--- src/rtl/core/tpa_pkg.sv ---
package tpa_pkg;

  // field and state widths
  localparam int KIND_W  = 2;
  localparam int VAL_W   = 16;
  localparam int GAIN_W  = 16;
  localparam int ISUM_W  = 32;
  localparam int CTL_W   = 12;
  localparam int REG_IDX_W = 3;
  localparam int NUM_REGS  = 8;

  // fixed-point constants
  localparam int GAIN_FRAC    = 8;
  localparam int INTEG_MARGIN = 300;
  localparam int OUT_MARGIN   = 100;

  // item kinds
  typedef enum logic [KIND_W-1:0] {
    KIND_ROLL  = 2'd0,
    KIND_PITCH = 2'd1,
    KIND_YAW   = 2'd2,
    KIND_CLEAR = 2'd3
  } tpa_kind_t;

  // register indexes
  localparam logic [REG_IDX_W-1:0] REG_ROLL_PROP   = 3'd0;
  localparam logic [REG_IDX_W-1:0] REG_ROLL_INTEG  = 3'd1;
  localparam logic [REG_IDX_W-1:0] REG_ROLL_DERIV  = 3'd2;
  localparam logic [REG_IDX_W-1:0] REG_PITCH_PROP  = 3'd3;
  localparam logic [REG_IDX_W-1:0] REG_PITCH_INTEG = 3'd4;
  localparam logic [REG_IDX_W-1:0] REG_PITCH_DERIV = 3'd5;
  localparam logic [REG_IDX_W-1:0] REG_YAW_PROP    = 3'd6;
  localparam logic [REG_IDX_W-1:0] REG_YAW_INTEG   = 3'd7;

  localparam logic [GAIN_W-1:0] GAIN_RESET [NUM_REGS] = '{
    16'd256, 16'd0, 16'd2560, 16'd256, 16'd0, 16'd2560, 16'd2560, 16'd0
  };

  // gains of the selected axis
  typedef struct packed {
    logic [GAIN_W-1:0] prop;
    logic [GAIN_W-1:0] integ;
    logic [GAIN_W-1:0] deriv;
  } tpa_gains_t;

  // state memory access for one cycle
  typedef struct packed {
    logic                     rd_en;
    tpa_kind_t                rd_axis;
    logic                     wr_isum_en;
    logic                     wr_rate_en;
    tpa_kind_t                wr_axis;
    logic                     clr;
    logic signed [ISUM_W-1:0] isum_wdata;
    logic signed [VAL_W-1:0]  rate_wdata;
  } tpa_mem_req_t;

endpackage

--- src/rtl/core/tpa_gain_regs.sv ---
module tpa_gain_regs (
  input  logic                             clk,
  input  logic                             rst_n,
  input  logic                             cfg_wr_en,
  input  logic [tpa_pkg::REG_IDX_W-1:0]    cfg_index,
  input  logic [tpa_pkg::GAIN_W-1:0]       cfg_wdata,
  input  tpa_pkg::tpa_kind_t               sel_kind,
  output tpa_pkg::tpa_gains_t              gains
);

  logic [tpa_pkg::GAIN_W-1:0] gain_r [tpa_pkg::NUM_REGS];

  // register file, one write per cycle
  always_ff @(posedge clk) begin
    if (!rst_n) begin
      for (int i = 0; i < tpa_pkg::NUM_REGS; i++) begin
        gain_r[i] <= tpa_pkg::GAIN_RESET[i];
      end
    end else if (cfg_wr_en) begin
      gain_r[cfg_index] <= cfg_wdata;
    end
  end

  // per-axis gain select, yaw has no derivative term
  always_comb begin
    gains = '0;
    case (sel_kind)
      tpa_pkg::KIND_ROLL: begin
        gains.prop  = gain_r[tpa_pkg::REG_ROLL_PROP];
        gains.integ = gain_r[tpa_pkg::REG_ROLL_INTEG];
        gains.deriv = gain_r[tpa_pkg::REG_ROLL_DERIV];
      end
      tpa_pkg::KIND_PITCH: begin
        gains.prop  = gain_r[tpa_pkg::REG_PITCH_PROP];
        gains.integ = gain_r[tpa_pkg::REG_PITCH_INTEG];
        gains.deriv = gain_r[tpa_pkg::REG_PITCH_DERIV];
      end
      tpa_pkg::KIND_YAW: begin
        gains.prop  = gain_r[tpa_pkg::REG_YAW_PROP];
        gains.integ = gain_r[tpa_pkg::REG_YAW_INTEG];
      end
      default: begin
        gains = '0;
      end
    endcase
  end

endmodule

--- config.mk ---
export PLATFORM = sky130hd
export DESIGN_NAME = tpa_gain_regs
export DESIGN_NICKNAME = d
export VERILOG_FILES = /design/src/rtl/core/tpa_pkg.sv /design/src/rtl/core/tpa_gain_regs.sv
export SDC_FILE = /design/constraint.sdc
export NUM_CORES = 1
export LEC_CHECK = 0
export BUFFER_PORTS_ARGS = -buffer_cell sky130_fd_sc_hd__buf_2
export CORE_MARGIN = 8
export CORE_UTILIZATION = 43
export DETAILED_ROUTE_END_ITERATION = 10
export GPL_TIMING_DRIVEN = 0
export MAX_ROUTING_LAYER = met4
export PLACE_DENSITY = 0.6
export SLEW_MARGIN = 20
export SYNTH_ARGS = -nofsm -noshare
export SYNTH_HDL_FRONTEND = slang
export SYNTH_SLANG_ARGS = --single-unit
export TNS_END_PERCENT = 20
--- constraint.sdc ---
create_clock -name clk -period 2.95 [get_ports clk]
set_input_delay 0.1475 -clock clk [delete_from_list [all_inputs] [get_ports clk]]
set_output_delay 0.1475 -clock clk [all_outputs]
set_load 0.005 [all_outputs]
== Word level (Yosys, flattened, before mapping) ==
Memories as Yosys holds them, arrays and structs flattened.
Index checks and enable logic that the tools add are counted.

* Bits in writable memories: 128
* Memories kept: 1
* Input bits: 24
* Word-level logic and storage cells: 14
* Output and inout bits: 48
* Register bits: 0

* Muxes and demuxes: 9
* Equal/unequal tests: 2
* Reduce and logical (&&, ||, !) cells: 2

{| class="wikitable"
|+ Memories
! name !! words !! bits a word !! read ports !! clocked after Yosys merged registers in !! wr ports !! line !! source
|-
| gain_r || 8 || 16 || 8 || 0 || 8 || tpa_gain_regs.sv:11 || <nowiki>logic [tpa_pkg::GAIN_W-1:0] gain_r [tpa_pkg::NUM_REGS];</nowiki>
|}

{| class="wikitable"
|+ Operator list
! cell !! count
|-
| $pmux W32 S3 || 1
|-
| $pmux W16 S2 || 1
|-
| $mux W16 || 1
|-
| $reduce_or A16 Y1 || 1
|-
| $mux W1 || 5
|-
| $mux W3 || 1
|-
| $eq A2 B1 Y1 const B || 1
|-
| $eq A2 B2 Y1 const B || 1
|-
| $logic_not A2 Y1 || 1
|}

== Longest topological paths before layout ==
* Word-level depth: 5
* Mapped depth: 5

== Worst setup path before layout ==
No wires, ideal clock.

* Kind: in2reg
* Start: in cfg_index[0] (netlist name)
* End: mem gain_r[2][0] (netlist name) (enable)
* Required time: 2.539 ns
* Arrival: 1.752 ns
* Setup slack: 0.787 ns
* Stages on the path: 4
* Path through: nand2b_1 clkbuf_1 buf_2 o21ai_0

{| class="wikitable"
|+ RTL lines
! item !! line !! source
|-
| from (decl) || tpa_gain_regs.sv:5 || <nowiki>input logic [tpa_pkg::REG_IDX_W-1:0] cfg_index,</nowiki>
|-
| to (decl) || tpa_gain_regs.sv:11 ||
|}

==> impl_metrics.csv <==
group,metric,value,unit
status,run_status,"complete, no violations",
timing,tns,0,ps
layout,syn2layout_area_growth,22.21,%
floorplan,die_h,131.4,µm
floorplan,core_area,0.01314,mm²
worst_setup_path,crit_fanout,10,
hold_path,hold-path-cell-count,2,
layout,antenna_cells,0,
hold_path,min-delay-start,"cfg_wdata[8]",
timing,period_needed,1627,ps
yosys,yosys_warnings,0,
layout,regArea,0.003844,mm²
timing,tightest_slew,662.5,ps
cts,cts_sinks,128,
cts,hold_buffers,0,
hold_path,hp-class,"in -> reg",
place,dpl.hpwl,11330,µm
floorplan,die-area,0.01727,mm²
cts,cts.path.max_buffers,2,
global_routing,track_usage,0.1920,
cts,h-tree-depth,4,
routing,drt_iter0_drc,361,
yosys,synth_seq_cells,128,
cts,clkTransAtPathRegs,60,ps
global_routing,grt_overflow,0,
global_routing,grt_pass1_wl,24120,µm
timing,fmax,614.8,MHz
routing,wl,15830,µm
floorplan,initial_core_util,0.4360,
timing,finalSetupViolCount,0,
worst_setup_path,cp.required,3070,ps
floorplan,row_count,42,
routing,remaining_drc_errors,0,
timing,hold_violations,0,
floorplan,ios,72,
power,powerDensity,663.5,mW/mm²
global_routing,grt_pass1_vias,4177,
global_routing,grt_antenna_before_repair,0,
cts,cts-resized-gates,0,
routing,drt_pass1_iterations,5,
yosys,avgSynthCellArea,12.93,µm²
layout,mostFrequentLayoutCells,"nor2_1, edfxtp_1, buf_2",
timing,post-route-period-util,0.5514,
yosys,synth_area,0.005728,mm²
layout,nets,562,
routing,vias,3995,
worst_setup_path,cp-end-kind,"flip-flop",
hold_path,hold_end,"gain_r[3][8]$_SDFFCE_PN1P_",
routing,viasPerCell,5.495,
layout,drive_above_1_share,0.2668,
floorplan,die_x,131.4,µm
global_routing,grt_util_met1,0.2427,
cts,tritoncts,"done",
yosys,synth_cells,443,
layout,reg_top3,"gain_r: 128 flops",
routing,ant_nets,0,
place,numPortBuffers,68,
worst_setup_path,start_kind,"input pin",
layout,largest_reg_flops,128,
global_routing,gr-usage-met3,0.05183,
layout,largest-register,"gain_r",
place,gp_congestion,0.9391,
yosys,synth-seq-area-share,0.6710,
cts,postCtsSetupRepairBufs,0,
global_routing,grt_max_degree,17,
power,fin_total_pwr,4.645,mW
place,place_area,0.006420,mm²
layout,fillers,1170,
routing,wl_per_cell,21.77,µm
timing,slew_headroom,0.5583,
worst_setup_path,crit_type,"in -> reg",
global_routing,grt_util_met2,0.2893,
timing,final_max_slew_viol_count,0,
yosys,syn_nets,467,
layout,final_area,0.007000,mm²
power,p_leak,2.625,nW
timing,rsz0062_at_grt,"false",
layout,final_common_cell,"nor2_1",
global_routing,grt-busiest-layer,"met2",
layout,multiInputGateArea,0.001674,mm²
power,ir_worst_vdd,0.0003770,V
cts,numCtsBuffers,17,
yosys,synth_cell_types,23,
cts,clockRootBuffer,"clkbuf_16",
worst_setup_path,worstPathArrival,1750,ps
flow_run,cap_violations,0,
worst_setup_path,cp-startpoint,"cfg_index[2]",
-- through the flow --
stage / hold WS, ps / util / setup slack (ps) / cells
2_1_floorplan: 326.8 / - / 787.1 / 443
3_3_place_gp: 465.6 / 0.4787 / -281.9 / 687
3_5_place_dp: 468.4 / 0.4887 / 947.9 / 695
4_1_cts: 35.91 / 0.5329 / 1365 / 727
5_1_grt: 50.41 / 0.5329 / 1248 / 727
6_report: 55.56 / 0.5329 / 1323 / 727
-- synth_stat cells --
cell / number / area (µm²)
o2bb2ai_1: 32 / 280.3
nand3b_1: 1 / 7.510
nor2b_1: 1 / 6.260
inv_1: 3 / 11.26
nand4b_1: 15 / 131.4
clkbuf_2: 1 / 5.000
nand3_1: 1 / 5.000
edfxtp_1: 128 / 3844
nand2_1: 2 / 7.510
clkbuf_1: 8 / 30.03
nand2b_1: 3 / 18.77
nor3_1: 5 / 25.02
nand4_1: 14 / 87.58
buf_2: 26 / 130.1
buf_6: 1 / 11.26
or2_1: 1 / 6.260
nor2_1: 130 / 488.0
o21ai_0: 8 / 40.04
or3_1: 8 / 50.05
nor3_2: 1 / 10.01
buf_8: 1 / 15.01
buf_4: 5 / 37.54
mux2i_1: 48 / 480.5
-- critical path, cell delays in order --
cell      delay (ps)
buf_2            120
clkbuf_1         380
nand2_1          270
o21ai_2          580
buf_6            230
-- logic make-up after synthesis --
logic type      share of synthesized area
simple gates                       0.1472
flops                              0.6710
mux                               0.08388
buf+inv                           0.04194
compound gates                    0.05592
-- how the worst max path moves through the flow --
stage | end | slack, ps | cells past startpoint
floorplan | gain_r[2][0]$_SDFFCE_PN0P_ | 790 | 4
global placement | gain_r[6][14]$_SDFFCE_PN0P_ | -280 | 4
detailed placement | gain_r[7][0]$_SDFFCE_PN0P_ | 950 | 5
CTS | gain_r[7][1]$_SDFFCE_PN0P_ | 1360 | 5
global route | gain_r[7][1]$_SDFFCE_PN0P_ | 1250 | 5
finish | gain_r[7][12]$_SDFFCE_PN0P_ | 1320 | 5
-- where the power goes --
part | switching, mW | leakage, nW | internal (mW)
Sequential | 0.0294 | 1.24 | 2.12
Combinational | 0.269 | 1.10 | 0.154
Clock | 0.748 | 0.285 | 1.32
Total | 1.05 | 2.63 | 3.60
-- area by class of cell --
cell class                 count  share of cell area
sequential                   128              0.5491
timing repair buffer          76             0.06309
clock inverter                11             0.02002
tap                          176             0.03146
clock buffer                  21             0.06291
multi-input combinational    270              0.2391
buffer                        42             0.03271
inverter                       3            0.001609
-- routing by layer --
layer  vias to the layer above  wire (µm)
met5                         -          0
met4                         0        391
met3                        27       1343
met2                       206       7324
met1                      1932       6769
li1                       1830          -
No activity file was read; power rests on OpenSTA's default activity.
