`src/rtl/core/tpa_pkg.sv`:
```
package tpa_pkg;

  // field and state widths
  localparam int KIND_W  = 2;
  localparam int VAL_W   = 16;
  localparam int GAIN_W  = 16;
  localparam int ISUM_W  = 32;
  localparam int CTL_W   = 12;
  localparam int REG_IDX_W = 3;
  localparam int NUM_REGS  = 8;

  // fixed-point constants
  localparam int GAIN_FRAC    = 8;
  localparam int INTEG_MARGIN = 300;
  localparam int OUT_MARGIN   = 100;

  // item kinds
  typedef enum logic [KIND_W-1:0] {
    KIND_ROLL  = 2'd0,
    KIND_PITCH = 2'd1,
    KIND_YAW   = 2'd2,
    KIND_CLEAR = 2'd3
  } tpa_kind_t;

  // register indexes
  localparam logic [REG_IDX_W-1:0] REG_ROLL_PROP   = 3'd0;
  localparam logic [REG_IDX_W-1:0] REG_ROLL_INTEG  = 3'd1;
  localparam logic [REG_IDX_W-1:0] REG_ROLL_DERIV  = 3'd2;
  localparam logic [REG_IDX_W-1:0] REG_PITCH_PROP  = 3'd3;
  localparam logic [REG_IDX_W-1:0] REG_PITCH_INTEG = 3'd4;
  localparam logic [REG_IDX_W-1:0] REG_PITCH_DERIV = 3'd5;
  localparam logic [REG_IDX_W-1:0] REG_YAW_PROP    = 3'd6;
  localparam logic [REG_IDX_W-1:0] REG_YAW_INTEG   = 3'd7;

  localparam logic [GAIN_W-1:0] GAIN_RESET [NUM_REGS] = '{
    16'd256, 16'd0, 16'd2560, 16'd256, 16'd0, 16'd2560, 16'd2560, 16'd0
  };

  // gains of the selected axis
  typedef struct packed {
    logic [GAIN_W-1:0] prop;
    logic [GAIN_W-1:0] integ;
    logic [GAIN_W-1:0] deriv;
  } tpa_gains_t;

  // state memory access for one cycle
  typedef struct packed {
    logic                     rd_en;
    tpa_kind_t                rd_axis;
    logic                     wr_isum_en;
    logic                     wr_rate_en;
    tpa_kind_t                wr_axis;
    logic                     clr;
    logic signed [ISUM_W-1:0] isum_wdata;
    logic signed [VAL_W-1:0]  rate_wdata;
  } tpa_mem_req_t;

endpackage

```
`src/rtl/core/tpa_state_mem.sv`:
```
module tpa_state_mem (
  input  logic                                  clk,
  input  logic                                  rst_n,
  input  tpa_pkg::tpa_mem_req_t                 req,
  output logic signed [tpa_pkg::ISUM_W-1:0]     isum_rd,
  output logic signed [tpa_pkg::VAL_W-1:0]      rate_rd
);

  logic signed [tpa_pkg::ISUM_W-1:0] isum_mem [3];
  logic signed [tpa_pkg::VAL_W-1:0]  rate_mem [2];
  logic [2:0]                        isum_vld_r;
  logic [1:0]                        rate_vld_r;
  logic signed [tpa_pkg::ISUM_W-1:0] isum_rd_r;
  logic signed [tpa_pkg::VAL_W-1:0]  rate_rd_r;

  // memory writes
  always_ff @(posedge clk) begin
    if (req.wr_isum_en) begin
      isum_mem[req.wr_axis] <= req.isum_wdata;
    end
    if (req.wr_rate_en) begin
      rate_mem[req.wr_axis[0]] <= req.rate_wdata;
    end
  end

  // valid bits, unwritten or cleared entries read as zero
  always_ff @(posedge clk) begin
    if (!rst_n) begin
      isum_vld_r <= '0;
      rate_vld_r <= '0;
    end else begin
      if (req.clr) begin
        isum_vld_r <= '0;
      end else if (req.wr_isum_en) begin
        isum_vld_r[req.wr_axis] <= 1'b1;
      end
      if (req.wr_rate_en) begin
        rate_vld_r[req.wr_axis[0]] <= 1'b1;
      end
    end
  end

  // registered reads, forwarding a same-edge write or clear
  always_ff @(posedge clk) begin
    if (req.rd_en) begin
      if (req.clr || req.rd_axis == tpa_pkg::KIND_CLEAR) begin
        isum_rd_r <= '0;
      end else if (req.wr_isum_en && req.wr_axis == req.rd_axis) begin
        isum_rd_r <= req.isum_wdata;
      end else if (isum_vld_r[req.rd_axis]) begin
        isum_rd_r <= isum_mem[req.rd_axis];
      end else begin
        isum_rd_r <= '0;
      end

      if (req.wr_rate_en && req.wr_axis[0] == req.rd_axis[0]) begin
        rate_rd_r <= req.rate_wdata;
      end else if (rate_vld_r[req.rd_axis[0]]) begin
        rate_rd_r <= rate_mem[req.rd_axis[0]];
      end else begin
        rate_rd_r <= '0;
      end
    end
  end

  assign isum_rd = isum_rd_r;
  assign rate_rd = rate_rd_r;

endmodule

```
`config.mk`:
```
export PLATFORM = sky130hd
export DESIGN_NAME = tpa_state_mem
export DESIGN_NICKNAME = d
export VERILOG_FILES = /design/src/rtl/core/tpa_pkg.sv /design/src/rtl/core/tpa_state_mem.sv
export SDC_FILE = /design/constraint.sdc
export NUM_CORES = 1
export LEC_CHECK = 0
export BUFFER_PORTS_ARGS = -buffer_cell sky130_fd_sc_hd__buf_2
export CAP_MARGIN = 20
export CORE_MARGIN = 2
export CORE_UTILIZATION = 45
export DETAILED_ROUTE_END_ITERATION = 10
export PLACE_DENSITY = 0.65
export SYNTH_ARGS = -nofsm -noshare
export SYNTH_HDL_FRONTEND = slang
export SYNTH_SLANG_ARGS = --single-unit
```
`constraint.sdc`:
```
create_clock -name clk -period 5.4 [get_ports clk]
set_input_delay 1.08 -clock clk [delete_from_list [all_inputs] [get_ports clk]]
set_output_delay 1.08 -clock clk [all_outputs]
set_load 0.005 [all_outputs]
```
-- Word level (Yosys, flattened, before mapping)
Memory sizes are Yosys's and may differ from the RTL's.
Index checks and enable logic that the tools add are counted.
- $lt $le $gt $ge: 6
- eq/ne operators: 3
- muxes and demuxes: 16
- bitwise logic cells: 3
- reduce and logical (&&, ||, !) cells: 6
- operator list (cell ; number):
    $mux W32 ; 2
    $mux W16 ; 2
    $mux W1 ; 9
    $lt A2 B3 Y1 const B ; 2
    $logic_and A1 B1 Y1 ; 4
    $lt A1 B2 Y1 const B ; 2
    $or A3 B3 Y3 ; 1
    $bmux W1 S2 ; 1
    $demux W1 S2 ; 1
    $eq A2 B2 Y1 ; 1
    $eq A2 B2 Y1 const B ; 1
    $ge A2 B1 Y1 const B ; 1
    $or A2 B2 Y2 ; 1
    $reduce_or A2 Y1 ; 1
    $demux W1 S1 ; 1
    $eq A1 B1 Y1 ; 1
    $ge A1 B1 Y1 const B ; 1
    $logic_or A1 B1 Y1 ; 1
    $not A1 Y1 ; 1
- register bits after elaboration: 53
- RAM bits: 128
- bits of input ports: 58
- output and inout bits: 48
- memories kept: 2
- memory list (name ; depth ; bits a word ; rd ports ; clocked after memory_dff ; write ports ; RTL line ; source):
    isum_mem ; 3 ; 32 ; 1 ; 0 ; 1 ; tpa_state_mem.sv:9 ; logic signed [tpa_pkg::ISUM_W-1:0] isum_mem [3];
    rate_mem ; 2 ; 16 ; 1 ; 0 ; 1 ; tpa_state_mem.sv:10 ; logic signed [tpa_pkg::VAL_W-1:0] rate_mem [2];

-- Logic depth before layout (Yosys ltp)
- depth in word-level cells: 5
- gate-level depth with buffers: 7
- mapped depth without buffers: 4

-- Worst setup path before layout
OpenSTA, ideal clock, no wires.
- kind: input port to flip-flop
- start point: input port req[49] in the netlist's numbering
- end point: memory isum_mem[0][0] in the netlist's numbering, enable pin
- library setup time: 0.471 ns
- arrival: 3.536 ns
- required time: 4.929 ns
- path slack: 1.393 ns
- cell stages on the path: 1
- buffers on the path: 0
- cell sequence: nor3b_1
- RTL lines (item ; RTL line ; source):
    start, declared ; tpa_state_mem.sv:4 ; input tpa_pkg::tpa_mem_req_t req,
    end, declared ; tpa_state_mem.sv:9 ;
Straight into the memory's write port.

-- Worst setup path in the final report
- start point: input port req[53] in the netlist's numbering
- end point: register isum_rd_r (netlist bit isum_rd[0]), data pin
- cells in the longest elaborated chain, start to end: 4
- ends and longest elaborated chain (item ; RTL line ; source):
    $bmux W1 S2 ; tpa_state_mem.sv:50 ; end else if (isum_vld_r[req.rd_axis]) begin
    $mux W1 (not written as such) ; tpa_state_mem.sv:50 ;
    $mux W32 ; tpa_state_mem.sv:50 ;
    $mux W32 ; tpa_state_mem.sv:48 ; end else if (req.wr_isum_en && req.wr_axis == req.rd_axis) begin
    end signal, assigned ; tpa_state_mem.sv:49 ; isum_rd_r <= req.isum_wdata;
    end signal, assigned ; tpa_state_mem.sv:51 ; isum_rd_r <= isum_mem[req.rd_axis];
    end, declared ; tpa_state_mem.sv:13 ; logic signed [tpa_pkg::ISUM_W-1:0] isum_rd_r;
Parallel ways exist; a longest one is shown, timed or not. The select of a mux whose other input is x is not followed.
A chain may end at the register's enable or synchronous reset.

==> summary.txt <==
Run status
  • Status: completed

Critical path
  • Crit-path max FO: 54
  • CP Buf/Inv Count: 2
  • Critical path class: in -> reg
  • Worst path arrival time: 3.95 ns
  • Crit-path slowest cell: buf_4
  • Startpoint Class: input pin
  • Critical path's largest stage delay: 0.74 ns
  • Nature of the critical path endpoint: register
  • Worst path most repeated cell: buf_4
  • Worst path cell trace: buf_4, xnor2_1, nand3_2, buf_4, nand2_2, o32ai_1
  • CP required: 5.62 ns
  • Worst path top cell family by delay: buffers and inverters

Timing
  • Slew Limit Fails: 0
  • Setup violators final: 0
  • Setup TNS: 0 ns
  • Fin worst setup slack: 1.68 ns
  • Final hold vios: 0
  • RSZ-0062 raised after global routing: no
  • FMAX: 269 MHz
  • Final hold slack: 0.483 ns
  • Fin crit share: 69.0%
  • Worst-margin pin slew: 1.06 ns
  • Slew HR: 29.2%
  • Crit path time final: 3.72 ns
  • Clock Skew: 0.00651 ns

Routing
  • # DRC: 0
  • Final WL: 14200 µm
  • DRT antenna net count: 0
  • DRT iter0 DRCs: 260
  • Detailed-route via count: 4087
  • WL/cell: 18.5 µm
  • Routed vias/inst: 5.30
  • 1st-pass router iterations: 5

Global route
  • First-pass GRT wire length: 22800 µm
  • Largest net degree at the start of global routing: 69
  • Total grt overflow: 0
  • Number of global-route vias before repair: 4117
  • Initial antenna violation count: 1
  • Total Routing Usage GR: 17.2%

Synthesis
  • Post-synth top cells: edfxtp_1 (176), nand2_1 (51), mux2i_1 (50)
  • Asr flop ratio synth: 0%
  • Synth area leaders: edfxtp_1 (72%), mux2i_1 (6.8%), o32ai_2 (6.7%)
  • Cells after Synth: 446
  • Share of the synthesized area in the top cell type: 72.3%
  • FF+latch count, synth: 181
  • Number of flops mapped to enable cells by yosys: 176
  • Mapped Nets: 504
  • Mapped Avg Cell Area: 16.4 µm²
  • Post-synthesis cell type count: 26
  • Synthesized area: 7310 µm²
  • Top-count cell post-synth: edfxtp_1
  • Sequential area share after synthesis: 73.6%
  • Primary FF master, synth: edfxtp_1
  • Ys Warns: 0
  • Leading area contributor after synthesis: edfxtp_1

Run
  • Max Cap Viol: 0

Die
  • Die height: 131 µm
  • Die Span X: 131 µm
  • Core footprint: 15900 µm²
  • Initial Util: 46.0%
  • DIE AREA: 17300 µm²
  • Row count: 46
  • IO Count: 106

Min path
  • Hold crit path type: reg -> reg

Power and ir drop
  • Power density cells: 353 nW/µm²
  • LEAKAGE: 3.03 nW
  • Worst vdd ir: 0.242 mV
  • Tot Pwr: 3.01 mW

Clock network
  • Worst-Skew Late Latency: 0.42 ns
  • H-tree lvl count: 4
  • Setup Fix Bufs, Post-CTS: 0
  • Clock Sinks: 181
  • CTS Hold Bufs: 0
  • # resized after CTS: 0
  • CTS root buf: clkbuf_16
  • TritonCTS Buffers: 17
  • CTS Buffer Depth: 2
  • Clock-pin transition on the worst setup and hold timing paths: 0.07 ns
  • CTS tree: built

Layout
  • Fin nets: 601
  • Area Overhead vs Synth: 16.4%
  • Number of fill cells: 1353
  • Share of cells above drive strength 1: 31.5%
  • Fin util: 53.6%
  • # diodes: 0

Place
  • IO Port Bufs: 105
  • Pre-CTS setup slack: 1.21 ns
  • Routability cong.: 0.690
  • HPWL after detailed placement: 8280 µm
## state kept, by name (all words and copies together) (netlist names)
name,count
isum_mem,96
isum_rd,32
rate_mem,32
rate_rd,16
isum_vld_r,3
rate_vld_r,2
## layer usage
| metal | global-route usage [%] | routed length [µm] | vias to the layer above |
|---|---|---|---|
| met5 | 0 | 0 | - |
| met2 | 26.4 | 6770 | 104 |
| met3 | 4.36 | 772 | 13 |
| met1 | 24.0 | 6550 | 2046 |
| met4 | 5.56 | 158 | 0 |
| li1 | - | - | 1924 |
## where the power goes
part,internal [mW],switching (mW)
clock network,0.632,0.507
logic,0.0796,0.141
registers,1.63,0.0208
## per-stage QoR
step / instances / cell area, µm²
3_3_place_gp: 740 / 7970
5_1_grt: 771 / 8510
6_report: 771 / 8510
3_5_place_dp: 740 / 7970
4_1_cts: 771 / 8510
2_1_floorplan: 446 / 7310
## area by class of cell
| type | count | area (µm²) | area share, % |
|---|---|---|---|
| Clock buffer | 19 | 433 | 5.09 |
| Clock inverter | 12 | 105 | 1.23 |
| Multi-Input combinational cell | 234 | 1760 | 20.7 |
| Sequential cell | 181 | 5390 | 63.3 |
| Tap cell | 216 | 270 | 3.18 |
| Timing Repair Buffer | 109 | 558 | 6.56 |
## cells in the final DEF, fill, tap and decap left out, types with 2 or more instances in the layout
| cell | n |
|---|---|
| buf_4 | 5 |
| mux2i_1 | 49 |
| o31ai_1 | 16 |
| nor2_1 | 37 |
| o21a_1 | 2 |
| inv_6 | 3 |
| xnor2_1 | 2 |
| a21oi_1 | 31 |
| buf_2 | 104 |
| o32ai_2 | 30 |
| clkbuf_1 | 2 |
| and2_1 | 2 |
| clkinv_1 | 2 |
| clkbuf_16 | 17 |
| clkinv_2 | 2 |
| and3b_2 | 2 |
| nand2_1 | 50 |
| dfxtp_1 | 5 |
| clkinvlp_4 | 3 |
| o21ai_0 | 2 |
| edfxtp_1 | 176 |
## worst paths after layout
check | endpoint | slack, ns | cells after the start | startpoint
max | isum_rd[0]$_SDFFCE_PP0P_ | 1.68 | 6 | req[53]
min | isum_vld_r[1]$_SDFFE_PP0P_ | 0.48 | 2 | isum_vld_r[1]$_SDFFE_PP0P_
max reg2reg | isum_rd[0]$_SDFFCE_PP0P_ | 3.43 | 4 | isum_vld_r[0]$_SDFFE_PP0P_
min reg2reg | isum_vld_r[1]$_SDFFE_PP0P_ | 0.48 | 2 | isum_vld_r[1]$_SDFFE_PP0P_
## worst reg2reg max path, cell delays in order, from the launching register on
cell,delay [ns]
dfxtp_1,0.35
mux2i_1,0.07
o22ai_1,0.24
nand2_2,0.60
o32ai_1,0.51
## kinds of logic after synthesis
family	share of synthesized area [%]
and+or+nand+nor	5.42
muxes	6.84
xor gates and xnor gates	0.240
AOI/OAI and AO/OA	11.2
DFF	73.6
buffers and inverters	2.72
(Power assumes the default switching activity.)
